File: config.mk
export PLATFORM = sky130hd
export DESIGN_NAME = dci_front
export DESIGN_NICKNAME = d
export VERILOG_FILES = /design/src/dci_pkg.sv /design/src/dci_front.sv
export SDC_FILE = /design/constraint.sdc
export NUM_CORES = 1
export LEC_CHECK = 0
export ABC_AREA = 1
export ABC_CLOCK_PERIOD_IN_PS = 1900
export BUFFER_PORTS_ARGS = -buffer_cell sky130_fd_sc_hd__buf_2
export CAP_MARGIN = 30
export CORE_ASPECT_RATIO = 1.4
export CORE_MARGIN = 2
export CORE_UTILIZATION = 52
export DETAILED_ROUTE_END_ITERATION = 10
export GPL_TIMING_DRIVEN = 0
export PLACE_DENSITY = 0.73
export SLEW_MARGIN = 10
export SYNTH_ARGS = -nofsm -noshare
export SYNTH_HDL_FRONTEND = slang
export SYNTH_SLANG_ARGS = --single-unit
File: constraint.sdc
create_clock -name i_clk -period 1.9 [get_ports i_clk]
set_input_delay 0.095 -clock i_clk [delete_from_list [all_inputs] [get_ports i_clk]]
set_output_delay 0.095 -clock i_clk [all_outputs]
set_load 0.01 [all_outputs]
File: src/dci_pkg.sv
// shared constants and types for the dependency closure install engine
package dci_pkg;

    localparam int unsigned NumPkgs  = 128;
    localparam int unsigned MaxEdges = 128;
    localparam int unsigned PkgW     = $clog2(NumPkgs);
    localparam int unsigned EdgeW    = $clog2(MaxEdges);
    localparam int unsigned CntW     = $clog2(MaxEdges + 1);
    localparam int unsigned ChgW     = 8;
    localparam int unsigned QDepth   = 4;
    localparam int unsigned QAw      = $clog2(QDepth);

    typedef enum logic [1:0] {
        KIND_CLEAR     = 2'd0,
        KIND_EDGE      = 2'd1,
        KIND_INSTALL   = 2'd2,
        KIND_UNINSTALL = 2'd3
    } t_kind;

    // one classified command from the front part to the back part
    typedef struct packed {
        t_kind           kind;
        logic [PkgW-1:0] pkg;
        logic [PkgW-1:0] dep;
    } t_cmd;

endpackage

File: src/dci_front.sv
// front part: accepts words, classifies them and queues commands
module dci_front (
    input  logic          i_clk,
    input  logic          i_rst_n,
    input  logic          s_axis_tvalid,
    output logic          s_axis_tready,
    input  logic [1:0]    s_axis_tuser,  // kind[1:0]
    input  logic [15:0]   s_axis_tdata,  // package_req[6:0], dependency[13:7]
    output logic          o_cmd_valid,
    input  logic          i_cmd_ready,
    output dci_pkg::t_cmd o_cmd
);

    dci_pkg::t_cmd              r_q [dci_pkg::QDepth];
    logic [dci_pkg::QAw-1:0]    r_wr;
    logic [dci_pkg::QAw-1:0]    r_rd;
    logic [dci_pkg::QAw:0]      r_cnt;
    dci_pkg::t_cmd              n_cmd;
    logic                       w_push;
    logic                       w_pop;

    // classify the incoming word
    always_comb begin
        n_cmd.kind = dci_pkg::t_kind'(s_axis_tuser);
        n_cmd.pkg  = s_axis_tdata[0 +: dci_pkg::PkgW];
        n_cmd.dep  = s_axis_tdata[dci_pkg::PkgW +: dci_pkg::PkgW];
    end

    assign s_axis_tready = (r_cnt != (dci_pkg::QAw+1)'(dci_pkg::QDepth));
    assign w_push        = s_axis_tvalid && s_axis_tready;
    assign o_cmd_valid   = (r_cnt != '0);
    assign w_pop         = o_cmd_valid && i_cmd_ready;
    assign o_cmd         = r_q[r_rd];

    // command queue
    always_ff @(posedge i_clk) begin
        if (w_push) begin
            r_q[r_wr] <= n_cmd;
        end
        if (!i_rst_n) begin
            r_wr  <= '0;
            r_rd  <= '0;
            r_cnt <= '0;
        end else begin
            if (w_push) r_wr <= r_wr + 1'b1;
            if (w_pop)  r_rd <= r_rd + 1'b1;
            if (w_push && !w_pop)      r_cnt <= r_cnt + 1'b1;
            else if (w_pop && !w_push) r_cnt <= r_cnt - 1'b1;
        end
    end

endmodule

== After elaboration in Yosys (flattened, before gate mapping) ==
Memory sizes are Yosys's and may differ from the RTL's. A register that Yosys moved wholly into a read port is not among the register bits.
Cells that the tools add are included.
Storage, ports and cells
  flip-flop bits (word level): 7
  memory bits (writable): 64
  logic and storage cells: 23
  memories kept: 1
Operators by class
  $add $sub $neg: 4
  equality and inequality tests: 1
  mux-type cells: 6
  reduce and logical (&&, ||, !) cells: 8
Memories
  r_q: depth 4, bits a word 16, rd ports 1, clocked after memory_dff 1, wr ports 1, RTL line dci_front.sv:14  | dci_pkg::t_cmd r_q [dci_pkg::QDepth];
Operators with widths (count)
  $mux 3: 2
  $add 2x1->2 const B: 2
  $logic_and 1x1->1: 4
  $mux 2: 2
  $add 3x1->3 const B: 1
  $ne 3x3->1 const B: 1
  $reduce_bool 3->1: 1
  $sub 3x1->3 const B: 1
  $logic_not 1->1: 2
  $mux 1: 2
  $reduce_bool 2->1: 1

== Logic depth before layout (Yosys ltp) ==
  depth after elaboration: 6
  gate-level depth with buffers: 13
  gate-level depth less buffers: 13

== Least setup slack after synthesis ==
OpenSTA, ideal clock, no wires.
  kind: reg-to-reg
  start point: register r_cnt[0] (netlist bit)
  end point: memory r_q[0][0] (netlist bit), enable pin
  data arrival time: 1355 ps
  setup slack: 156 ps
  cell stages (with the launch flop): 5
  path buffers: 0
  cell sequence: dfxtp_1 > nor2_2 > nand2_2 > nand2_2 > nor2_1
Between the ends
  longest elaborated chain between the ends: 4
RTL lines
  from (decl): RTL line dci_front.sv:17  | logic [dci_pkg::QAw:0] r_cnt;
  from (signal assigned): RTL line dci_front.sv:47  | if (w_push && !w_pop) r_cnt <= r_cnt + 1'b1;
  from (signal assigned): RTL line dci_front.sv:48  | else if (w_pop && !w_push) r_cnt <= r_cnt - 1'b1;
  $ne 3x3->1: RTL line dci_front.sv:29  | assign s_axis_tready = (r_cnt != (dci_pkg::QAw+1)'(dci_pkg::QDepth));
  net s_axis_tready: RTL line dci_front.sv:6  | output logic s_axis_tready,
  $logic_and 1x1->1: RTL line dci_front.sv:30  | assign w_push = s_axis_tvalid && s_axis_tready;
  $mux 1: RTL line dci_front.sv:37  | if (w_push) begin
  $mux 1 (not written as such): RTL line dci_front.sv:38  | r_q[r_wr] <= n_cmd;
  to (decl): RTL line dci_front.sv:14
The timed path passes the listed nets, and every way through them passes these cells.

== Worst setup path after layout ==
  start point: register r_cnt[1] (netlist bit)
  end point: register r_cnt[1] (netlist bit)
Between the ends
  longest elaborated chain between the ends: 5
  elaborated cells on any way between the ends: 13
  those cells by class: 2 x add/sub; 1 x eq/ne; 2 x mux; 8 x reduce/logical
RTL lines
  $ne 3x3->1 (*): RTL line dci_front.sv:29
  $logic_and 1x1->1 (*): RTL line dci_front.sv:30
  net w_push: RTL line dci_front.sv:19  | logic w_push;
  $logic_not 1->1: RTL line dci_front.sv:48
  $logic_and 1x1->1: RTL line dci_front.sv:48
  $reduce_bool 2->1 (no source line)
Mark *: on every way through the listed nets, which the timed path passes. The rest lies on a longest branch. The select of a mux whose other input is x is not followed.
A chain may end at the register's enable or synchronous reset.

==> summary.txt <==
Status
  – Status: completed

Worst hold path
  – Classification of the worst-slack hold path: primary input to flip-flop

Floorplanning
  – Die boundary width: 66.55 um
  – FP Rows: 31
  – Number of top-level design ports: 40
  – Die span in y: 91.56 um
  – Starting density of the core: 54.38%
  – Area of the die: 6093 sq um
  – Core footprint: 5236 sq um

GRT
  – Via count of the first global-routing pass: 1761
  – Global router's overall resource usage: 19.52%
  – Largest net degree at the start of global routing: 17
  – GR Overflow Total: 0
  – Wire length of the first global-routing pass: 8349 um
  – Number of antenna violations at the first check in global routing: 0

Timing
  – Count of pins over their slew limit: 0
  – Peak Freq: 559.0 MHz
  – Setup skew after layout: 13.31 ps
  – Min cycle time layout: 1789 ps
  – Relative slew slack: 39.80%
  – Count of endpoints failing hold in the final timing report: 0
  – Fin crit share: 94.16%
  – Final-report setup violation count: 0
  – Slew @ Worst Pin: 902.0 ps
  – Final WS setup: 111.0 ps

Final layout
  – Most common library cell in the layout ignoring fill and taps: edfxtp_1
  – Commonest non-fill, non-tap cells in the layout: edfxtp_1 (64), buf_2 (43), nor2_1 (41)
  – Post-route insts no fill: 361
  – Antenna Cells: 0
  – Fraction of final layout cells sized beyond drive strength 1: 25.08%
  – Layout Nets: 318
  – Signed area change from the synthesized netlist to the final layout: 23.33%

Critical path
  – Crit Path Max Fanout: 4
  – Largest stage delay, worst path: 430 ps
  – Cell chain of the critical path: nor2_4 -> nand2_2 -> nand2_4 -> inv_2 -> ha_1 -> inv_1 -> fa_1 -> o21ai_1 -> nor2_1
  – Largest delay share family, worst path: adder cells
  – Required time worst endpoint: 2110 ps
  – Crit Path Category: flip-flop to flip-flop
  – Slowest stage cell, crit path: fa_1
  – Element type at the critical path end: flip-flop
  – CP startpoint kind: flip-flop
  – Count of buffer and inverter cells on the critical path: 2
  – Data arrival time of the critical path: 2000 ps

Synthesis
  – Sequential-to-total area share from yosys stat: 73.81%
  – Leading cell types by total area after synthesis: edfxtp_1 (67%), dfxtp_1 (6.3%), nor2_1 (5.9%), o21ai_1 (4.9%), o22ai_1 (3.5%)
  – Mean instance size in the synthesized netlist: 12.83 sq um
  – Count of synthesis-stage warnings from yosys: 0
  – Total standard cell area after synthesis: 2848 sq um
  – Number of standard cells after synthesis: 222
  – Mapped Nets: 250
  – Post-synthesis register bit count: 73
  – Cell type with the highest aggregate area in the netlist: edfxtp_1
  – Synth unique cells: 19
  – Area fraction of the dominant cell type after synthesis: 67.49%

Place
  – Final weighted congestion of routability-driven global placement: 0.7348
  – HPWL Detailed: 3401 um
  – Pre-CTS setup slack: 34.24 ps
  – Port Buffers: 37
  – Cells after DPL: 327

Clock network
  – Clk_lat worst skew: 330 ps
  – Sink Count: 73
  – Register clock-pin slew on the reported worst setup and hold paths: 60 ps
  – Clock H-tree levels: 3
  – Total CTS buffers: 9
  – Maximum number of buffers from clock root to sink: 2
  – Root buf cell: clkbuf_8
  – Clock tree from TritonCTS: yes

Drt
  – Violation count after the first detailed-routing iteration: 108
  – Total wirelength of the detailed-routed design: 5452 um
  – Routed vias: 1917
  – DRT Pass-1 Iters: 4
  – # DRC: 0
  – Detailed-route wire length per cell: 15.10 um
  – Count of antenna-violating nets left after detailed routing: 0
  – Vias per cell: 5.310

Pwr
  – Power density normalized to cell area: 1227 nW/um^2
  – Leak: 0.001317 uW
  – Worst supply voltage drop on vdd: 0.7170 mV

Run
  – Max Cap Violations: 0
[per-layer routing]
| metal | vias to the layer above | track usage, % | wire (um) |
|---|---|---|---|
| li1 | 931 | - | - |
| met1 | 920 | 22.58 | 2243 |
| met2 | 60 | 30.50 | 2841 |
| met3 | 6 | 6.444 | 304 |
| met4 | 0 | 12.41 | 62 |
| met5 | - | 0 | 0 |
[repair_timing]
item,in CTS,in global routing
hold endpoints to repair,64,0
setup endpoints to repair,0,32
hold buffers,16,0
gates resized for setup,0,7
setup buffers,0,2
[per-stage QoR]
stage / hold slack, ps / TNS [ps] / util (%) / power (uW) / cell area (sq um)
4_1_cts: 12.67 / 0 / 66.21 / 4284 / 3467
3_3_place_gp: 309.0 / -19500 / 59.50 / 3241 / 3115
2_1_floorplan: 193.9 / 0 / - / 2837 / 2848
5_1_grt: 24.85 / -14.73 / 67.07 / 4545 / 3512
3_5_place_dp: 312.5 / 0 / 60.26 / 3307 / 3156
6_report: 29.85 / 0 / 67.07 / 4309 / 3512
[sequential cells by signal, indices dropped and copies added, names as in the netlist, named ones only]
signal and flops:
r_rd 2, r_wr 2, r_q 64, r_cnt 3
[power breakdown]
part / internal, uW / leakage (uW) / switching (uW) / total [uW]
clock: 465 / 0.0000765 / 495 / 960
combinational: 495 / 0.000579 / 786 / 1280
sequential: 1970 / 0.000662 / 99.4 / 2070
[worst register-to-register path, cell delays in order, from the launching register on]
cell and delay, ps:
dfxtp_4 360, nor2_4 120, nand2_2 100, nand2_4 100, inv_2 50, ha_1 200, inv_1 90, fa_1 430
o21ai_1 170, nor2_1 60
[cell families (layout without fill, tap and decap cells)]
family	Yosys count	after routing	share of synthesized area (%)
flip-flops	73	73	73.81
AND/OR/NAND/NOR	66	66	9.446
AO/OA/AOI/OAI	52	52	9.842
buffers and inverters	24	97	3.690
adder cells (fa/ha/maj)	6	6	2.900
XOR/XNOR	1	1	0.3076
[final cells by class]
class | instances | area [sq um]
Clock inverter | 3 | 12.51
Sequential cell | 73 | 2110
Clock buffer | 13 | 138.9
Multi-Input combinational cell | 125 | 660.6
Tap cell | 66 | 82.58
Inverter | 16 | 60.06
Buffer | 8 | 45.04
Timing Repair Buffer | 57 | 402.9
Fill cell | 389 | 1724
[cells in the mapped netlist]
| library cell | instances |
|---|---|
| nand3_1 | 4 |
| xor2_1 | 1 |
| ha_1 | 5 |
| a21oi_1 | 3 |
| o21ai_1 | 28 |
| nor2_2 | 1 |
| nand2_1 | 11 |
| o21ai_0 | 5 |
| nand3b_1 | 1 |
| inv_2 | 4 |
| nand2_2 | 4 |
| fa_1 | 1 |
| edfxtp_1 | 64 |
| buf_2 | 6 |
| o22ai_1 | 16 |
| dfxtp_1 | 9 |
| inv_1 | 12 |
| nor2_1 | 45 |
| buf_4 | 2 |
[path summary, 6_finish.rpt]
path	startpoint	endpoint	slack [ps]	cells past startpoint
worst max-delay path	r_cnt[1]	r_cnt[1]	110	9
worst min-delay path	i_rst_n	r_wr[1]	30	3
worst max register to register	r_cnt[1]	r_cnt[1]	110	9
worst min register to register	r_rd[1]	r_rd[1]	500	2
Power figures use the tool's default switching activity.
